### config.mk
export PLATFORM = sky130hd
export DESIGN_NAME = rlt_ctrl
export DESIGN_NICKNAME = d
export VERILOG_FILES = /design/src/sv/rlt_pkg.sv /design/src/sv/rlt_ctrl.sv
export VERILOG_INCLUDE_DIRS = /design/src /design/src/sv
export SDC_FILE = /design/constraint.sdc
export NUM_CORES = 1
export LEC_CHECK = 0
export ABC_AREA = 1
export BUFFER_PORTS_ARGS = -buffer_cell sky130_fd_sc_hd__buf_4
export CORE_UTILIZATION = 44
export DETAILED_ROUTE_END_ITERATION = 7
export GPL_TIMING_DRIVEN = 0
export PLACE_DENSITY = 0.82
export SYNTH_ARGS = -nofsm -noshare
export SYNTH_HDL_FRONTEND = slang
export SYNTH_SLANG_ARGS = --single-unit
### constraint.sdc
create_clock -name clk -period 3.84 [get_ports clk]
set_input_delay 0 -clock clk [delete_from_list [all_inputs] [get_ports clk]]
set_output_delay 0 -clock clk [all_outputs]
set_load 0.01 [all_outputs]
### src/sv/assert_macros.svh
// Assertion macros used by the record lock table RTL.
`ifndef ASSERT_MACROS_SVH
`define ASSERT_MACROS_SVH

// Same-cycle implication, sampled on clk and disabled while rst_n is low.
`define RLT_ASSERT_IMPL(lbl, ante, cons) \
    lbl: assert property (@(posedge clk) disable iff (!rst_n) (ante) |-> (cons)) \
        else $error("record lock table assertion failed");

// Next-cycle implication, sampled on clk and disabled while rst_n is low.
`define RLT_ASSERT_NEXT(lbl, ante, cons) \
    lbl: assert property (@(posedge clk) disable iff (!rst_n) (ante) |=> (cons)) \
        else $error("record lock table assertion failed");

`endif

### src/sv/rlt_pkg.sv
// Types, codes and constants shared by the record lock table modules.
`default_nettype none

package rlt_pkg;

    localparam int RLT_ENTRIES     = 64;
    localparam int RLT_KEY_BITS    = 16;
    localparam int RLT_OWNER_BITS  = 8;

    localparam int RLT_KEY_FIELD_W   = 16;
    localparam int RLT_OWNER_FIELD_W = 8;
    localparam int RLT_RANGE_W       = 31;

    localparam logic [RLT_RANGE_W-1:0] RLT_RANGE_MAX = '1;

    // Command codes.
    localparam logic [1:0] CMD_SET     = 2'd0;
    localparam logic [1:0] CMD_QUERY   = 2'd1;
    localparam logic [1:0] CMD_RELEASE = 2'd2;
    localparam logic [1:0] CMD_NOP     = 2'd3;

    // Lock type codes.
    localparam logic [1:0] LOCK_READ   = 2'd0;
    localparam logic [1:0] LOCK_WRITE  = 2'd1;
    localparam logic [1:0] LOCK_UNLOCK = 2'd2;

    // Status codes.
    localparam logic [1:0] STAT_OK          = 2'd0;
    localparam logic [1:0] STAT_WOULD_BLOCK = 2'd1;
    localparam logic [1:0] STAT_NO_SPACE    = 2'd2;

    // Held type codes.
    localparam logic [1:0] HELD_READ  = 2'd0;
    localparam logic [1:0] HELD_WRITE = 2'd1;
    localparam logic [1:0] HELD_NONE  = 2'd2;

    typedef struct packed {
        logic [1:0]                   command;
        logic [RLT_KEY_FIELD_W-1:0]   file_key;
        logic [RLT_OWNER_FIELD_W-1:0] owner_id;
        logic [1:0]                   lock_type;
        logic [RLT_RANGE_W-1:0]       range_start;
        logic [RLT_RANGE_W-1:0]       range_len;
    } rlt_req_t;

    typedef struct packed {
        logic [1:0]             status;
        logic [1:0]             held_kind;
        logic [RLT_RANGE_W-1:0] held_start;
        logic [RLT_RANGE_W-1:0] held_len;
    } rlt_rsp_t;

    // What a pass along the chain does in each cell.
    typedef enum logic [1:0] {
        MODE_SCAN    = 2'd0,
        MODE_PLACE   = 2'd1,
        MODE_UNLOCK  = 2'd2,
        MODE_RELEASE = 2'd3
    } rlt_mode_t;

    typedef enum logic [1:0] {
        S_IDLE   = 2'd0,
        S_LAUNCH = 2'd1,
        S_RUN    = 2'd2,
        S_DONE   = 2'd3
    } rlt_state_t;

    // Request fields seen by every cell while a pass runs.
    typedef struct packed {
        rlt_mode_t              mode;
        logic                   req_write;
        logic [RLT_RANGE_W-1:0] start;
        logic [RLT_RANGE_W-1:0] len;
        logic [RLT_RANGE_W-1:0] rng_end;
    } rlt_bcast_t;

    // Record handed from one cell to the next along with the pass token.
    typedef struct packed {
        logic                   token;
        logic                   found;
        logic                   placed;
        logic                   hit_write;
        logic [RLT_RANGE_W-1:0] hit_start;
        logic [RLT_RANGE_W-1:0] hit_len;
    } rlt_carry_t;

endpackage

`default_nettype wire

### src/sv/rlt_ctrl.sv
// Command sequencer: takes an item, runs passes along the cell chain (none for a no-op) and builds the result.
`default_nettype none

`include "assert_macros.svh"

module rlt_ctrl
    import rlt_pkg::*;
#(
    parameter int KEY_W   = RLT_KEY_BITS,
    parameter int OWNER_W = RLT_OWNER_BITS
)
(
    input  wire logic               clk,
    input  wire logic               rst_n,
    input  wire logic               start,
    output logic                    busy,
    input  wire rlt_req_t           request,
    output logic                    done,
    output rlt_rsp_t                result,
    output logic [KEY_W-1:0]        key,
    output logic [OWNER_W-1:0]      owner,
    output rlt_bcast_t              bcast,
    output logic                    inject,
    input  wire rlt_carry_t         chain_out
);

    rlt_state_t state_reg;
    rlt_state_t state_next;
    rlt_mode_t  mode_reg;
    rlt_mode_t  mode_next;
    logic       is_set_reg;
    logic       is_set_next;

    logic [KEY_W-1:0]       key_reg;
    logic [KEY_W-1:0]       key_next;
    logic [OWNER_W-1:0]     owner_reg;
    logic [OWNER_W-1:0]     owner_next;
    logic                   write_reg;
    logic                   write_next;
    logic [RLT_RANGE_W-1:0] start_reg;
    logic [RLT_RANGE_W-1:0] start_next;
    logic [RLT_RANGE_W-1:0] len_reg;
    logic [RLT_RANGE_W-1:0] len_next;
    logic [RLT_RANGE_W-1:0] end_reg;
    logic [RLT_RANGE_W-1:0] end_next;
    rlt_rsp_t               result_reg;
    rlt_rsp_t               result_next;

    logic [RLT_RANGE_W:0]   end_sum;
    logic [RLT_RANGE_W-1:0] req_end;
    logic                   is_lock;

    // End of the requested range, saturated; a zero length runs to the end.
    assign end_sum = {1'b0, request.range_start} + {1'b0, request.range_len};
    assign req_end = (request.range_len == '0 || end_sum[RLT_RANGE_W]) ?
                     RLT_RANGE_MAX : end_sum[RLT_RANGE_W-1:0];
    assign is_lock = (request.lock_type == LOCK_READ) || (request.lock_type == LOCK_WRITE);

    always_comb
    begin
        state_next = state_reg;
        unique case (state_reg)
            S_IDLE:
            begin
                if (start)
                begin
                    state_next = (request.command == CMD_NOP) ? S_DONE : S_LAUNCH;
                end
            end
            S_LAUNCH:
            begin
                state_next = S_RUN;
            end
            S_RUN:
            begin
                if (chain_out.token)
                begin
                    if (mode_reg == MODE_SCAN && is_set_reg && !chain_out.found)
                    begin
                        state_next = S_LAUNCH;
                    end
                    else
                    begin
                        state_next = S_DONE;
                    end
                end
            end
            S_DONE:
            begin
                state_next = S_IDLE;
            end
            default:
            begin
                state_next = S_IDLE;
            end
        endcase
    end

    always_comb
    begin
        busy   = (state_reg != S_IDLE);
        done   = (state_reg == S_DONE);
        inject = (state_reg == S_LAUNCH);
    end

    always_comb
    begin
        mode_next   = mode_reg;
        is_set_next = is_set_reg;
        key_next    = key_reg;
        owner_next  = owner_reg;
        write_next  = write_reg;
        start_next  = start_reg;
        len_next    = len_reg;
        end_next    = end_reg;
        result_next = result_reg;
        if (state_reg == S_IDLE && start)
        begin
            key_next    = request.file_key[KEY_W-1:0];
            owner_next  = request.owner_id[OWNER_W-1:0];
            write_next  = (request.lock_type == LOCK_WRITE);
            start_next  = request.range_start;
            len_next    = request.range_len;
            end_next    = req_end;
            is_set_next = 1'b0;
            result_next = '{status: STAT_OK, held_kind: HELD_NONE,
                            held_start: '0, held_len: '0};
            unique case (request.command)
                CMD_SET:
                begin
                    if (is_lock)
                    begin
                        mode_next   = MODE_SCAN;
                        is_set_next = 1'b1;
                    end
                    else
                    begin
                        mode_next = MODE_UNLOCK;
                    end
                end
                CMD_QUERY:
                begin
                    mode_next = MODE_SCAN;
                end
                CMD_RELEASE:
                begin
                    mode_next = MODE_RELEASE;
                end
                CMD_NOP:
                begin
                    mode_next = MODE_SCAN;
                end
                default:
                begin
                    mode_next = MODE_SCAN;
                end
            endcase
        end
        else if (state_reg == S_RUN && chain_out.token)
        begin
            if (mode_reg == MODE_SCAN)
            begin
                if (is_set_reg)
                begin
                    if (chain_out.found)
                    begin
                        result_next.status = STAT_WOULD_BLOCK;
                    end
                    else
                    begin
                        mode_next = MODE_PLACE;
                    end
                end
                else if (chain_out.found)
                begin
                    result_next.held_kind  = chain_out.hit_write ? HELD_WRITE : HELD_READ;
                    result_next.held_start = chain_out.hit_start;
                    result_next.held_len   = chain_out.hit_len;
                end
            end
            else if (mode_reg == MODE_PLACE)
            begin
                result_next.status = chain_out.placed ? STAT_OK : STAT_NO_SPACE;
            end
        end
    end

    always_ff @(posedge clk or negedge rst_n)
    begin
        if (!rst_n)
        begin
            state_reg  <= S_IDLE;
            mode_reg   <= MODE_SCAN;
            is_set_reg <= 1'b0;
        end
        else
        begin
            state_reg  <= state_next;
            mode_reg   <= mode_next;
            is_set_reg <= is_set_next;
        end
    end

    always_ff @(posedge clk)
    begin
        key_reg    <= key_next;
        owner_reg  <= owner_next;
        write_reg  <= write_next;
        start_reg  <= start_next;
        len_reg    <= len_next;
        end_reg    <= end_next;
        result_reg <= result_next;
    end

    assign key    = key_reg;
    assign owner  = owner_reg;
    assign bcast  = '{mode: mode_reg, req_write: write_reg, start: start_reg,
                      len: len_reg, rng_end: end_reg};
    assign result = result_reg;

    `RLT_ASSERT_IMPL(a_token_only_in_run, chain_out.token, state_reg == S_RUN)
    `RLT_ASSERT_IMPL(a_block_after_scan, done && result.status == STAT_WOULD_BLOCK,
                     mode_reg == MODE_SCAN)
    `RLT_ASSERT_IMPL(a_place_after_scan, inject && mode_reg == MODE_PLACE,
                     $past(state_reg) == S_RUN)
    `RLT_ASSERT_NEXT(a_idle_after_done, done, !busy)

endmodule

`default_nettype wire

# ---- After elaboration in Yosys (flattened, before gate mapping)
# Cells that the tools add are included.
dict set report totals {
  ff_bits 189
  in_bits 159
  elab_cells 70
  out_inout_bits 189
}
dict set report classes {
  n_eq_ne 13
  bitwise_logic 1
  n_reduce_logical 22
  n_addsub 1
  mux 20
}
# operator count
set op_table {}
lappend op_table {{$add A31 B31 Y32} 1}
lappend op_table {{$logic_not A31 Y1} 1}
lappend op_table {{$mux W2} 15}
lappend op_table {{$reduce_and A4 Y1} 3}
lappend op_table {{$reduce_bool A2 Y1} 5}
lappend op_table {{$eq A2 B1 Y1 const B} 4}
lappend op_table {{$eq A2 B2 Y1 const B} 4}
lappend op_table {{$logic_not A2 Y1} 4}
lappend op_table {{$ne A2 B2 Y1 const B} 4}
lappend op_table {{$pmux W2 S4} 1}
lappend op_table {{$pmux W2 S3} 1}
lappend op_table {{$logic_and A1 B1 Y1} 4}
lappend op_table {{$mux W1} 3}
lappend op_table {{$logic_or A1 B1 Y1} 2}
lappend op_table {{$ne A2 B1 Y1 const B} 1}
lappend op_table {{$reduce_and A2 Y1} 1}
lappend op_table {{$reduce_or A2 Y1} 1}
lappend op_table {{$logic_not A1 Y1} 1}
lappend op_table {{$not A1 Y1} 1}

# ---- Depth between registers and ports, before layout
dict set report logic_depth {
  word_depth 6
  mapped_depth 12
  depth_no_buf 12
}

# ---- Worst setup path before layout
# Ideal clock, no wire load.
dict set report synth_path {
  kind {register to register}
  startpoint {register state_reg[1]}
  endpoint {register is_set_reg}
  required_ps 3698
  arrival_ps 3535
  setup_time_ps 142
  path_stages_with_launch 6
  setup_slack_ps 163
  cell_sequence {dfrtp_1 -> nor2_1 -> nand2_1 -> inv_1 -> nand2_1 -> o32ai_1}
}
dict set report synth_via {
  elab_chain_len 2
}
# item line
set synth_lines {}
lappend synth_lines {{start: declaration} rlt_ctrl.sv:27} ;# rlt_state_t state_reg;
lappend synth_lines {{start signal: assignment} rlt_ctrl.sv:198} ;# state_reg <= state_next;
lappend synth_lines {{$logic_not A2 Y1} rlt_ctrl.sv:117} ;# if (state_reg == S_IDLE && start)
lappend synth_lines {{$logic_and A1 B1 Y1} rlt_ctrl.sv:117}
lappend synth_lines {{end signal: assignment} rlt_ctrl.sv:200} ;# is_set_reg <= is_set_next;
lappend synth_lines {{end: declaration} rlt_ctrl.sv:31} ;# logic is_set_reg;
# Every way passes these cells.
# A chain may end at the register's enable or synchronous reset.

# ---- Worst setup path in the final report
# Ends and elaborated chain as after synthesis.

==> reports/summary.txt <==
Required time of the critical path -> 4210 ps
DRC Markers -> 0
Routed wire length per instance -> 18.5 um
Area Growth Syn to Fin -> 58.0%
Remaining global-route overflow -> 0
Die ar. -> 20,800 um^2
Commonest cells post-synth -> nand2_1, nor2_1, inv_1, edfxtp_1, dfxtp_1
Resize count post-CTS -> 0
Worst slew margin -> 0.518
Post-synth EDFFs -> 118
WP buf/inv -> 3
Rows -> 51
Gate Count Post-Synth -> 999
Worst-path maximum fanout -> 92
Largest cells by area after synthesis -> edfxtp_1, dfxtp_1, nand2_1
Worst skew pair latency -> 440 ps
Setup-failing EPs final -> 0
Total of max-cap violations -> 0
First-pass GRT wire length -> 48.9 mm
Synth Cell Area -> 8920 um^2
Post-CTS Setup Repair Bufs -> 0
Crit start category -> register
Unrepaired setup endpoints after global routing -> false
Leak -> 6.70 nW
Starting density of the core -> 0.454
Syn_nets -> 1,190
CP most frequent cell -> nand2_1
Util after Layout -> 0.717
Largest stage delay on the critical path -> 590 ps
Status -> finished, final reports clean
CP Cell Sequence -> nor2_1 > nand2_1 > inv_6 > buf_16 > nand2_1 > o32ai_1 > dlygate4sd3_1
CP top delay family -> buffers and inverters
Clk buf depth -> 2
Fin cells -> 1,805
Fin. Hold Viols -> 0
FFs w/ async S/R, synth -> 0.0265
Cell Pwr Density -> 581 nW/um^2
Initial antenna violation count -> 1
Placed insts -> 1,612
Worst hold path class -> input pin to register
Worst-path clk slew -> 80 ps
Max-slew violations -> 0
Layout Nets -> 1,717
Vias in the first global route -> 9,084
CTS Buf Count -> 17
Synth area leader -> edfxtp_1
Tightest Pin Transition -> 715 ps
Fin crit share -> 0.683
CP arrival -> 2990 ps
GRT Total Usage -> 0.318
Cts hold-fix bufs -> 160
Clock Sinks -> 189
Slowest stage cell, crit path -> dlygate4sd3_1
Synth cell types -> 38
WS Path Type -> register to register
Vias -> 9,237
DIE HEIGHT -> 144 um
DP HPWL -> 21.0 mm
Syn_area_per_cell -> 8.93 um^2
Setup Skew -> 14.1 ps
DRT iter0 DRCs -> 676
Die span in x -> 144 um
# IOs -> 348
Via-per-instance ratio -> 5.12
Antenna Violating Nets Remaining -> 0
Max Fclk -> 0.381 GHz
Number of flip-flops in the largest register -> 66
Post-synthesis register bit count -> 189
DR pass1 iterations -> 8
Primary FF master, synth -> edfxtp_1
Post-synthesis sequential area ratio -> 0.560
GPL Wtd Cong -> 0.923
Fraction of layout cells with a size suffix above 1 -> 0.287
Top-area cell type share of the netlist area -> 0.397
Detailed Route WL -> 33.4 mm
Clock root cell -> clkbuf_16
Syn. warnings -> 0
Min Tclk post-route -> 2620 ps
Final setup TNS -> 0 ps
Largest net degree at the start of global routing -> 93
CTS tree -> built
Type of destination of the critical path -> register
Max H-tree Level -> 4
Count leader, synth -> nand2_1
Core area -> 19,700 um^2
Port Buf Inserts -> 347
VDD IR max -> 317 uV
[per-layer routing]
layer	wire, um	GRT usage	part of all wire	vias to the layer above
met5	96	0.0376	0.0029	-
li1	-	-	-	4280
met4	1790	0.194	0.054	4
met2	16300	0.541	0.49	533
met1	11600	0.326	0.35	4276
met3	3530	0.124	0.11	144
[cells by family (layout without fill, tap and decap cells)]
logic type | count (synthesis) | after routing | synth area share
fa+ha+maj | 32 | 32 | 0.0457
simple gates | 497 | 497 | 0.242
other cells | 0 | 1 | 0
buf+inv | 161 | 701 | 0.0763
compound gates | 106 | 106 | 0.0627
xor+xnor | 14 | 14 | 0.0138
flops | 189 | 189 | 0.560
[tightest hold or removal path: stages]
cell and delay [ps]:
buf_4 120, a21oi_1 120, nor3_1 70, nor2_1 90
nor3_1 50
[cell usage in the layout (no fill, tap or decap), drive strengths merged, types with 2 or more instances in the layout]
cell / instances
and2: 3
nor2: 186
nand2: 235
clkbuf: 30
clkinv: 6
o22ai: 2
edfxtp: 118
ha: 31
o21ai: 69
dfxtp: 66
inv: 145
nand4: 11
xor2: 13
o21bai: 5
a21oi: 28
dlygate4sd3: 160
nand3: 45
and3: 2
nor3: 9
dfrtp: 5
buf: 360
nand3b: 2
nor4: 3
[worst paths after layout]
kind,startpoint,endpoint,slack [ps],depth (start not counted)
worst max-delay path,state_reg[1]$_DFFE_PN0P_,is_set_reg$_DFFE_PN0P_,1220,7
worst min-delay path,chain_out[64],result[64]$_SDFFE_PP0P_,50,5
worst max register to register,state_reg[1]$_DFFE_PN0P_,is_set_reg$_DFFE_PN0P_,1220,7
worst min register to register,result[63]$_SDFFE_PP1P_,result[63]$_SDFFE_PP1P_,450,2
max in group asynchronous,rst_n,mode_reg[1]$_DFFE_PN0P_,3130,3
min in group asynchronous,rst_n,mode_reg[0]$_DFFE_PN0P_,520,3
[power by group]
| group | internal, mW | switching, mW |
|---|---|---|
| registers | 2.87 | 0.335 |
| logic | 1.38 | 1.78 |
| clock network | 0.888 | 0.921 |
[final cells by class]
cell class | instances | area (um^2)
fill | 1353 | 5570
sequential | 189 | 4990
timing repair buffer | 508 | 4230
multi-input combinational | 649 | 3250
inverter | 137 | 520
clock buffer | 18 | 429
tap | 265 | 332
clock inverter | 14 | 168
buffer | 24 | 165
antenna | 1 | 2.50
[stage by stage]
stage	cell area, um^2	hold WS, ps	setup WS (ps)	power, mW
after global placement	11900	-197	-1090	5.90
after CTS	14100	14.1	1230	7.90
final	14100	53.1	1220	8.18
after detailed placement	11900	-195	1750	5.96
after global routing	14100	93.7	1010	8.55
after floorplan	8920	-296	163	4.51
(Power assumes the default switching activity.)
