===== src/sv/assert_macros.svh =====
// Assertion macros used by the record lock table RTL.
`ifndef ASSERT_MACROS_SVH
`define ASSERT_MACROS_SVH

// Same-cycle implication, sampled on clk and disabled while rst_n is low.
`define RLT_ASSERT_IMPL(lbl, ante, cons) \
    lbl: assert property (@(posedge clk) disable iff (!rst_n) (ante) |-> (cons)) \
        else $error("record lock table assertion failed");

// Next-cycle implication, sampled on clk and disabled while rst_n is low.
`define RLT_ASSERT_NEXT(lbl, ante, cons) \
    lbl: assert property (@(posedge clk) disable iff (!rst_n) (ante) |=> (cons)) \
        else $error("record lock table assertion failed");

`endif


===== src/sv/rlt_pkg.sv =====
// Types, codes and constants shared by the record lock table modules.
`default_nettype none

package rlt_pkg;

    localparam int RLT_ENTRIES     = 64;
    localparam int RLT_KEY_BITS    = 16;
    localparam int RLT_OWNER_BITS  = 8;

    localparam int RLT_KEY_FIELD_W   = 16;
    localparam int RLT_OWNER_FIELD_W = 8;
    localparam int RLT_RANGE_W       = 31;

    localparam logic [RLT_RANGE_W-1:0] RLT_RANGE_MAX = '1;

    // Command codes.
    localparam logic [1:0] CMD_SET     = 2'd0;
    localparam logic [1:0] CMD_QUERY   = 2'd1;
    localparam logic [1:0] CMD_RELEASE = 2'd2;
    localparam logic [1:0] CMD_NOP     = 2'd3;

    // Lock type codes.
    localparam logic [1:0] LOCK_READ   = 2'd0;
    localparam logic [1:0] LOCK_WRITE  = 2'd1;
    localparam logic [1:0] LOCK_UNLOCK = 2'd2;

    // Status codes.
    localparam logic [1:0] STAT_OK          = 2'd0;
    localparam logic [1:0] STAT_WOULD_BLOCK = 2'd1;
    localparam logic [1:0] STAT_NO_SPACE    = 2'd2;

    // Held type codes.
    localparam logic [1:0] HELD_READ  = 2'd0;
    localparam logic [1:0] HELD_WRITE = 2'd1;
    localparam logic [1:0] HELD_NONE  = 2'd2;

    typedef struct packed {
        logic [1:0]                   command;
        logic [RLT_KEY_FIELD_W-1:0]   file_key;
        logic [RLT_OWNER_FIELD_W-1:0] owner_id;
        logic [1:0]                   lock_type;
        logic [RLT_RANGE_W-1:0]       range_start;
        logic [RLT_RANGE_W-1:0]       range_len;
    } rlt_req_t;

    typedef struct packed {
        logic [1:0]             status;
        logic [1:0]             held_kind;
        logic [RLT_RANGE_W-1:0] held_start;
        logic [RLT_RANGE_W-1:0] held_len;
    } rlt_rsp_t;

    // What a pass along the chain does in each cell.
    typedef enum logic [1:0] {
        MODE_SCAN    = 2'd0,
        MODE_PLACE   = 2'd1,
        MODE_UNLOCK  = 2'd2,
        MODE_RELEASE = 2'd3
    } rlt_mode_t;

    typedef enum logic [1:0] {
        S_IDLE   = 2'd0,
        S_LAUNCH = 2'd1,
        S_RUN    = 2'd2,
        S_DONE   = 2'd3
    } rlt_state_t;

    // Request fields seen by every cell while a pass runs.
    typedef struct packed {
        rlt_mode_t              mode;
        logic                   req_write;
        logic [RLT_RANGE_W-1:0] start;
        logic [RLT_RANGE_W-1:0] len;
        logic [RLT_RANGE_W-1:0] rng_end;
    } rlt_bcast_t;

    // Record handed from one cell to the next along with the pass token.
    typedef struct packed {
        logic                   token;
        logic                   found;
        logic                   placed;
        logic                   hit_write;
        logic [RLT_RANGE_W-1:0] hit_start;
        logic [RLT_RANGE_W-1:0] hit_len;
    } rlt_carry_t;

endpackage

`default_nettype wire


===== src/sv/rlt_cell.sv =====
// One lock slot of the chain: holds its entry and updates it when the pass token arrives.
`default_nettype none

module rlt_cell
    import rlt_pkg::*;
#(
    parameter int KEY_W   = RLT_KEY_BITS,
    parameter int OWNER_W = RLT_OWNER_BITS
)
(
    input  wire logic               clk,
    input  wire logic               rst_n,
    input  wire logic [KEY_W-1:0]   key,
    input  wire logic [OWNER_W-1:0] owner,
    input  wire rlt_bcast_t         bcast,
    input  wire rlt_carry_t         carry_in,
    output rlt_carry_t              carry_out
);

    logic                   valid_reg;
    logic                   valid_next;
    logic [KEY_W-1:0]       key_reg;
    logic [OWNER_W-1:0]     owner_reg;
    logic                   write_reg;
    logic [RLT_RANGE_W-1:0] start_reg;
    logic [RLT_RANGE_W-1:0] len_reg;
    logic [RLT_RANGE_W-1:0] end_reg;
    rlt_carry_t             carry_reg;
    rlt_carry_t             carry_next;

    logic owner_eq;
    logic key_eq;
    logic ovl;
    logic conflict;
    logic drop;
    logic place;

    assign owner_eq = (owner_reg == owner);
    assign key_eq   = (key_reg == key);
    assign ovl      = (start_reg < bcast.rng_end) && (bcast.start < end_reg);
    assign conflict = valid_reg && !owner_eq && key_eq && ovl
                      && (bcast.req_write || write_reg);
    assign drop     = valid_reg && owner_eq && key_eq && ovl;

    always_comb
    begin
        carry_next = carry_in;
        valid_next = valid_reg;
        place      = 1'b0;
        if (carry_in.token)
        begin
            unique case (bcast.mode)
                MODE_SCAN:
                begin
                    if (conflict && !carry_in.found)
                    begin
                        carry_next.found     = 1'b1;
                        carry_next.hit_write = write_reg;
                        carry_next.hit_start = start_reg;
                        carry_next.hit_len   = len_reg;
                    end
                end
                MODE_PLACE:
                begin
                    // The owner's overlapping lock is dropped first, so its slot may be reused.
                    if (drop)
                    begin
                        valid_next = 1'b0;
                    end
                    if ((!valid_reg || drop) && !carry_in.placed)
                    begin
                        place             = 1'b1;
                        valid_next        = 1'b1;
                        carry_next.placed = 1'b1;
                    end
                end
                MODE_UNLOCK:
                begin
                    if (drop)
                    begin
                        valid_next = 1'b0;
                    end
                end
                MODE_RELEASE:
                begin
                    if (valid_reg && owner_eq)
                    begin
                        valid_next = 1'b0;
                    end
                end
                default:
                begin
                    valid_next = valid_reg;
                end
            endcase
        end
    end

    always_ff @(posedge clk or negedge rst_n)
    begin
        if (!rst_n)
        begin
            valid_reg <= 1'b0;
            carry_reg <= '0;
        end
        else
        begin
            valid_reg <= valid_next;
            carry_reg <= carry_next;
        end
    end

    always_ff @(posedge clk)
    begin
        if (place)
        begin
            key_reg   <= key;
            owner_reg <= owner;
            write_reg <= bcast.req_write;
            start_reg <= bcast.start;
            len_reg   <= bcast.len;
            end_reg   <= bcast.rng_end;
        end
    end

    assign carry_out = carry_reg;

endmodule

`default_nettype wire


===== config.mk =====
export PLATFORM = sky130hd
export DESIGN_NAME = rlt_cell
export DESIGN_NICKNAME = d
export VERILOG_FILES = /design/src/sv/assert_macros.svh /design/src/sv/rlt_pkg.sv /design/src/sv/rlt_cell.sv
export SDC_FILE = /design/constraint.sdc
export NUM_CORES = 1
export LEC_CHECK = 0
export BUFFER_PORTS_ARGS = -buffer_cell sky130_fd_sc_hd__buf_2
export CAP_MARGIN = 20
export CORE_MARGIN = 1.5
export CORE_UTILIZATION = 40
export DETAILED_ROUTE_END_ITERATION = 8
export PLACE_DENSITY = 0.63
export SETUP_SLACK_MARGIN = 0.3
export SLEW_MARGIN = 20
export SYNTH_ARGS = -nofsm -noshare
export SYNTH_HDL_FRONTEND = slang
export SYNTH_SLANG_ARGS = --single-unit
export TNS_END_PERCENT = 10

===== constraint.sdc =====
create_clock -name clk -period 12.69 [get_ports clk]
set_input_delay 1.269 -clock clk [delete_from_list [all_inputs] [get_ports clk]]
set_output_delay 1.269 -clock clk [all_outputs]
set_load 0.005 [all_outputs]

=== After elaboration in Yosys (flattened, before gate mapping) ===
Index checks and enable logic that the tools add are counted.

* Multiplexer cells: 14
* Reductions and logical operators: 19
* $lt $le $gt $ge: 2
* Equality and inequality tests: 6

{| class="wikitable"
|+ Operators with widths
! kind !! number
|-
| 63-bit 2-to-1 mux || 2
|-
| 65-bit 2-to-1 mux || 1
|-
| 31-bit less-than comparator || 2
|-
| 16-bit equality test || 1
|-
| 1-bit logical AND || 10
|-
| 1-bit 2-to-1 mux || 10
|-
| 8-bit equality test || 1
|-
| 2-bit equality test, second input constant || 2
|-
| 1-bit zero test || 4
|-
| 1-bit one-hot mux with 3 select lines || 1
|-
| 3-bit AND reduction || 1
|-
| 3-bit nonzero test || 1
|-
| 2-bit by 1-bit equality test with 1-bit output, second input constant || 1
|-
| 2-bit zero test || 1
|-
| 1-bit logical OR || 2
|-
| 2-bit inequality test, second input constant || 1
|}

* Output and inout bits: 66
* Flip-flop bits (word level): 185
* Word-level logic and storage cells: 54

=== Logic depth before layout (Yosys ltp) ===
Gate-level depths: netlist of the first run.

* Word-level depth: 10
* Depth in mapped cells: 11
* Mapped depth without buffers: 9

=== Worst setup path before layout of the first run ===
No wires, ideal clock.

* Path kind: input to register
* From: input port bcast[92] (netlist bit)
* To: register end_reg[0] (enable)
* Required time: 11.792 ns
* Library setup time: 0.898 ns
* Stages on the path: 7
* Path slack: -1.936 ns
* Arrival time: 13.728 ns
* Path buffers: 0
* Cells stage by stage: ha_1 > a2111oi_1 > o21a_1 > nand4_2 > nor4_4 > a31oi_1 > nor4_1

* Cells in the longest elaborated chain, start to end: 8

{| class="wikitable"
|+ RTL lines
! element !! line !! text
|-
| start: declaration || rlt_cell.sv:15 || <nowiki>input wire rlt_bcast_t bcast,</nowiki>
|-
| 31-bit less-than comparator || rlt_cell.sv:40 || <nowiki>assign ovl = (start_reg < bcast.rng_end) && (bcast.start < end_reg);</nowiki>
|-
| 1-bit logical AND || rlt_cell.sv:40 ||
|-
| 1-bit logical AND || rlt_cell.sv:43 || <nowiki>assign drop = valid_reg && owner_eq && key_eq && ovl;</nowiki>
|-
| 1-bit logical OR || rlt_cell.sv:70 || <nowiki>if ((!valid_reg || drop) && !carry_in.placed)</nowiki>
|-
| 1-bit logical AND || rlt_cell.sv:70 ||
|-
| 1-bit 2-to-1 mux || rlt_cell.sv:70 ||
|-
| 1-bit 2-to-1 mux || rlt_cell.sv:52 || <nowiki>unique case (bcast.mode)</nowiki>
|-
| 1-bit 2-to-1 mux || rlt_cell.sv:50 || <nowiki>if (carry_in.token)</nowiki>
|-
| via place || rlt_cell.sv:36 || <nowiki>logic place;</nowiki>
|-
| end signal: assignment || rlt_cell.sv:122 || <nowiki>end_reg <= bcast.rng_end;</nowiki>
|-
| end: declaration || rlt_cell.sv:27 || <nowiki>logic [RLT_RANGE_W-1:0] end_reg;</nowiki>
|}

The timed path passes the listed nets, and every way through them passes these cells.
A chain may end at the register's enable or synchronous reset.

==> metrics.yaml, run 1 <==
clock_tree:
  cts_tree: "built"
  cts_root_buf: "clkbuf_16"
  clockBufferDepth: 2
  postCtsHoldBufs: 0
  cts_buffers: 17
  clkSinkCount: 185
  clk_pin_slew_ns: 0.08
  cts_setup_buffers: 0
  clk_latency_ns: 0.43
  ctsResizeCount: 0
  h-tree-depth: 4
floorplanning:
  core_area_mm2: 0.0201
  start_util_pct: 40.6
  dieArea_mm2: 0.0213
  dieWidth_um: 146
  dieHeight_um: 146
  io_pins: 254
  rows: 52
route:
  wl_met3_um: 1290
  wl_met1_um: 7980
  vias: 4970
  top_layer: "met5"
  wl_per_cell_um: 16.1
  postRouteAntennaNets: 0
  drcViolationCount: 0
  drtIter0Drc: 179
  vias_per_cell: 4.61
  wl_um: 17400
  met2_length_um: 7910
  firstDrtPassIters: 4
cells_and_area:
  drive_gt1_share_pct: 44.1
  utilization_pct: 51.2
  seqCellArea_mm2: 0.00522
  fillCellCount: 1745
  area_growth_pct: 26.1
  largest_reg_flops: 66
  stdcell_count: 1077
  multi_input_area_mm2: 0.00259
  fin_nets: 1040
timing:
  rsz0062_at_grt: "false"
  fmax_mhz: 207
  tightestPinTransition_ns: 1.08
  finalSetupViolations: 0
  fin_crit_ns: 4.83
  fin_crit_sh_pct: 38.0
  drv_slew: 0
  worst_slack_ns: 7.86
  maxSlewHeadroom_pct: 27.8
  fin_tns_setup_ns: 0
  finalClockSkew_ns: 0.00947
  final-hold-violation-count: 0
place:
  placed_cells: 1043
  gp_congestion: 0.731
  port_buffers: 253
  dp_slack_ns: 7.25
  dp_hpwl_um: 13000
yosys:
  syn_inst: 524
  syn_area_mm2: 0.00816
  yosys.area.top_type: "edfxtp_1"
  yosysMostFrequentCell: "edfxtp_1"
  synth_nets: 772
  ys_ff_latch: 185
  ys_top_cells_by_area: "edfxtp_1 (43%), dfrtp_1 (21%), mux2_4 (11%)"
  ys_top_cells_by_count: "edfxtp_1 (118), dfrtp_1 (67), inv_1 (63)"
  synth_top_area_share_pct: 43.4
  ys_types: 33
  async_flop_share_pct: 36.2
  ys_warn_count: 0
  synth_area_per_cell_um2: 15.6
  synth_flop_cell: "edfxtp_1"
  synth_edf_count: 118
  synth-seq-area-share_pct: 64.0
grt:
  track_usage_pct: 16.7
  grt_pass1_vias: 4960
  grt_max_degree: 81
  antenna_found_initial: 4
  grt_first_pass_wirelength_um: 26700
  globalRouteOverflowTotal: 0
power:
  vdd_ir_drop_max_mv: 0.0844
  p_leak_uw: 0.00482
  cellPowerDensity_mw_per_mm2: 128
run_status:
  status: "finished, final reports clean"
critical_path:
  end_kind: "flop"
  required_ns: 13.01
  arrival_ns: 5.15
  worstSetupPathType: "in -> reg"
  crit_fanout: 52
  start_kind: "primary input"
hold_path:
  hold_path_class: "reg -> reg"
run:
  cap_violations: 0
cell usage in the layout (no fill, tap or decap), types with 2 or more instances in the layout:
master     Yosys  layout
mux2_4        60      60
xnor2_1       11      11
dfrtp_1       67      67
o41ai_1        2       2
mux2_2         3       3
nor4_1         6       5
nor3_1         3       3
o21a_1         2       2
clkinv_8       0       5
inv_8          0       2
inv_1         63      63
ha_1          60      60
diode_2        0       2
nor2b_1        4       4
buf_4          0       4
a31oi_1        2       2
a21o_1         3       3
nand2_1       23      23
xor2_1        13      13
nand3_1        4       4
buf_2          0     252
inv_6          0       5
nor2_1         6       6
nand4_1       10      10
edfxtp_1     118     118
a21oi_1       33      33
nor4_4         1       2
o21ai_0       14      14
clkbuf_16      0      17
routing by layer:
metal	track usage, %	up-vias
met3	5.24	21
met4	5.61	4
li1	-	2430
met5	0	-
met2	25.7	198
met1	22.3	2317
power by group:
part / switching, uW / internal, uW / total, uW
registers: 5.36 / 661 / 666
logic: 50.0 / 55.9 / 106
clock network: 266 / 273 / 540
total: 322 / 990 / 1310
worst max-delay path, cell delays in order:
cell,delay (ns)
buf_2,0.12
ha_1,0.29
nand2_1,0.05
o21ai_0,0.19
a21oi_1,0.14
o41ai_1,0.63
a32oi_1,0.29
nand4b_1,0.81
buf_4,0.87
mux2_2,0.41
final timing paths:
| kind | from | to | slack [ns] | depth (start not counted) |
|---|---|---|---|---|
| max | bcast[64] | carry_out[0] | 7.86 | 10 |
| min | len_reg[8] | carry_out[8] | 0.48 | 1 |
| max reg2reg | end_reg[2] | carry_out[0] | 8.46 | 10 |
| min reg2reg | len_reg[8] | carry_out[8] | 0.48 | 1 |
| max in group asynchronous | rst_n | carry_out[64] | 11.11 | 1 |
| min in group asynchronous | rst_n | carry_out[37] | 0.97 | 1 |
logic make-up (layout without fill, tap and decap cells):
logic type               count (synthesis)  after routing  share of synthesized area [%]
buffers and inverters                   70            351                           4.51
multiplexers                            63             63                           11.5
AND/OR/NAND/NOR                         59             59                           3.82
adder cells (fa/ha/maj)                 60             60                           9.20
other                                    0              2                              0
XOR/XNOR                                24             24                           2.58
flip-flops                             185            185                           64.0
AO/OA/AOI/OAI                           63             63                           4.46
through the flow:
stage	area, um^2	hold WS (ns)	total power (uW)
after CTS	10300	0.481	1330
after floorplan	8170	0.455	726
after global placement	9670	0.459	785
after global routing	10300	0.491	1370
after detailed placement	9670	0.464	787
final	10300	0.476	1310
layout make-up:
cell class,count,area share (%)
antenna,2,0.0486
clock buffer,18,4.27
clock inverter,14,1.68
inverter,63,2.30
multi-input combinational,269,25.1
sequential,185,50.7
tap,270,3.28
timing repair buffer,256,12.6
Power figures use the tool's default switching activity.
==> inputs of run 2 (changes only) <==
- PLACE_DENSITY: 0.63 -> 0.61
- clock period: 12.69 -> 4.8 ns (I/O delays scaled with it)
==> metrics.yaml, run 2 (same netlist as run 1, synthesis figures left out) <==
run_status:
  status: "finished, final reports clean"
floorplanning:
  rows: 52
  start_util_pct: 40.6
  io_pins: 254
  core_area_mm2: 0.0201
  dieHeight_um: 146
  dieWidth_um: 146
  dieArea_mm2: 0.0213
clock_tree:
  ctsResizeCount: 0
  cts_root_buf: "clkbuf_16"
  cts_buffers: 17
  cts_tree: "built"
  clk_pin_slew_ns: 0.08
  clkSinkCount: 185
  postCtsHoldBufs: 0
  clk_latency_ns: 0.43
  clockBufferDepth: 2
  h-tree-depth: 4
  cts_setup_buffers: 0
critical_path:
  max_stage_delay_ns: 0.56
  start_kind: "flop"
  slowest_stage: "buf_4"
  cp-startpoint: "start_reg[2]"
  worstSetupPathType: "reg -> reg"
  r2r-start: "start_reg[2]"
  crit_top_cell: "a21oi_1"
  end_kind: "flop"
  required_ns: 4.86
  crit_fanout: 48
  path_cells: "ha_1, a21oi_1, o21ai_0, a21oi_1, o41ai_1, a32oi_1, a31oi_2, nor4_4, buf_4"
  arrival_ns: 3.27
run:
  cap_violations: 0
grt:
  antenna_found_initial: 7
  track_usage_pct: 17.9
  grt_pass1_vias: 5436
  grt_max_degree: 71
  globalRouteOverflowTotal: 0
  grt_first_pass_wirelength_um: 28900
route:
  firstDrtPassIters: 4
  wl_um: 18500
  drcViolationCount: 0
  vias: 5088
  vias_per_cell: 4.71
  wl_per_cell_um: 17.1
  drtIter0Drc: 138
  postRouteAntennaNets: 0
cells_and_area:
  fin_nets: 1041
  utilization_pct: 51.5
  largest_reg_flops: 66
  layout_commonest_cell: "buf_2"
  drive_gt1_share_pct: 45.0
  fillCellCount: 1759
  area_growth_pct: 26.9
  fin_area_mm2: 0.0104
  final_cell_mix: "buf_2 (252), edfxtp_1 (118), dfrtp_1 (67)"
place:
  port_buffers: 253
  gp_congestion: 0.824
  dp_hpwl_um: 14200
  dp_slack_ns: 1.33
  placed_cell_area_mm2: 0.00977
power:
  vdd_ir_drop_max_mv: 0.216
  cellPowerDensity_mw_per_mm2: 330
  p_leak_uw: 0.00482
timing:
  maxSlewHeadroom_pct: 37.8
  fin_crit_ns: 3.21
  finalClockSkew_ns: 0.0141
  rsz0062_at_grt: "false"
  fin_crit_sh_pct: 66.9
  final-hold-violation-count: 0
  finalSetupViolations: 0
  drv_slew: 0
  fmax_mhz: 312
  timing.hold.ws_ns: 0.161
  tightestPinTransition_ns: 0.933
  worst_slack_ns: 1.59
hold_path:
  hold_path_class: "in -> async"
==> run 2: changes by cell type in the layout (fill, tap and decap cells not counted), moves of 2 or more <==
cell      delta
o21ai_0      -4
inv_4        +2
clkinv_8     -3
o21ai_1      +4
inv_8        +2
ha_4         +4
ha_1         -5
diode_2      +3
==> run 2: worst max-delay path: cells and delay by family (launching register included) <==
| family | cells | cell delay (ns) |
|---|---|---|
| AOI/OAI and AO/OA | 6 | 1.14 |
| buffers and inverters | 1 | 0.56 |
| DFF | 1 | 0.42 |
| and+or+nand+nor | 1 | 0.38 |
| adders and majority gates | 1 | 0.31 |
==> run 2: final cells by class <==
type	instances	area [um^2]	share of cell area (%)
Sequential cell	185	5220	50.4
Multi-Input combinational cell	269	2660	25.7
Timing Repair Buffer	257	1310	12.7
Clock buffer	17	425	4.11
Tap cell	270	338	3.26
Inverter	63	236	2.28
Clock inverter	15	146	1.41
Antenna cell	5	12.5	0.121
==> run 2: power by group <==
part           total, uW  internal [uW]  leakage (uW)  switching, uW
Sequential          1760           1750       0.00185           15.0
Combinational        287            152       0.00268            135
Clock               1370            694      0.000283            675
==> run 2: stage by stage <==
stage	power (uW)	setup TNS [ns]	instances
floorplan	1920	-136.54	524
global placement	2080	0	1044
detailed placement	2090	0	1044
CTS	3470	0	1076
global route	3560	0	1079
finish	3420	0	1081
==> run 2: worst paths after layout <==
kind	slack, ns	endpoint	depth (start not counted)
worst max-delay path	1.59	len_reg[3]	9
worst min-delay path	0.16	carry_out[44]	1
worst max register to register	1.59	len_reg[3]	9
worst min register to register	0.47	carry_out[12]	1
max in group asynchronous	3.99	valid_reg	1
min in group clk	0.22	len_reg[30]	1
==> run 2: metal layers <==
layer  GRT usage (%)  up-vias  share of wire, %
li1                -     2442                 -
met1            21.4     2416                42
met2            30.4      201                49
met3            5.55       25               6.8
met4            6.48        4               1.6
met5               0        -              0.10
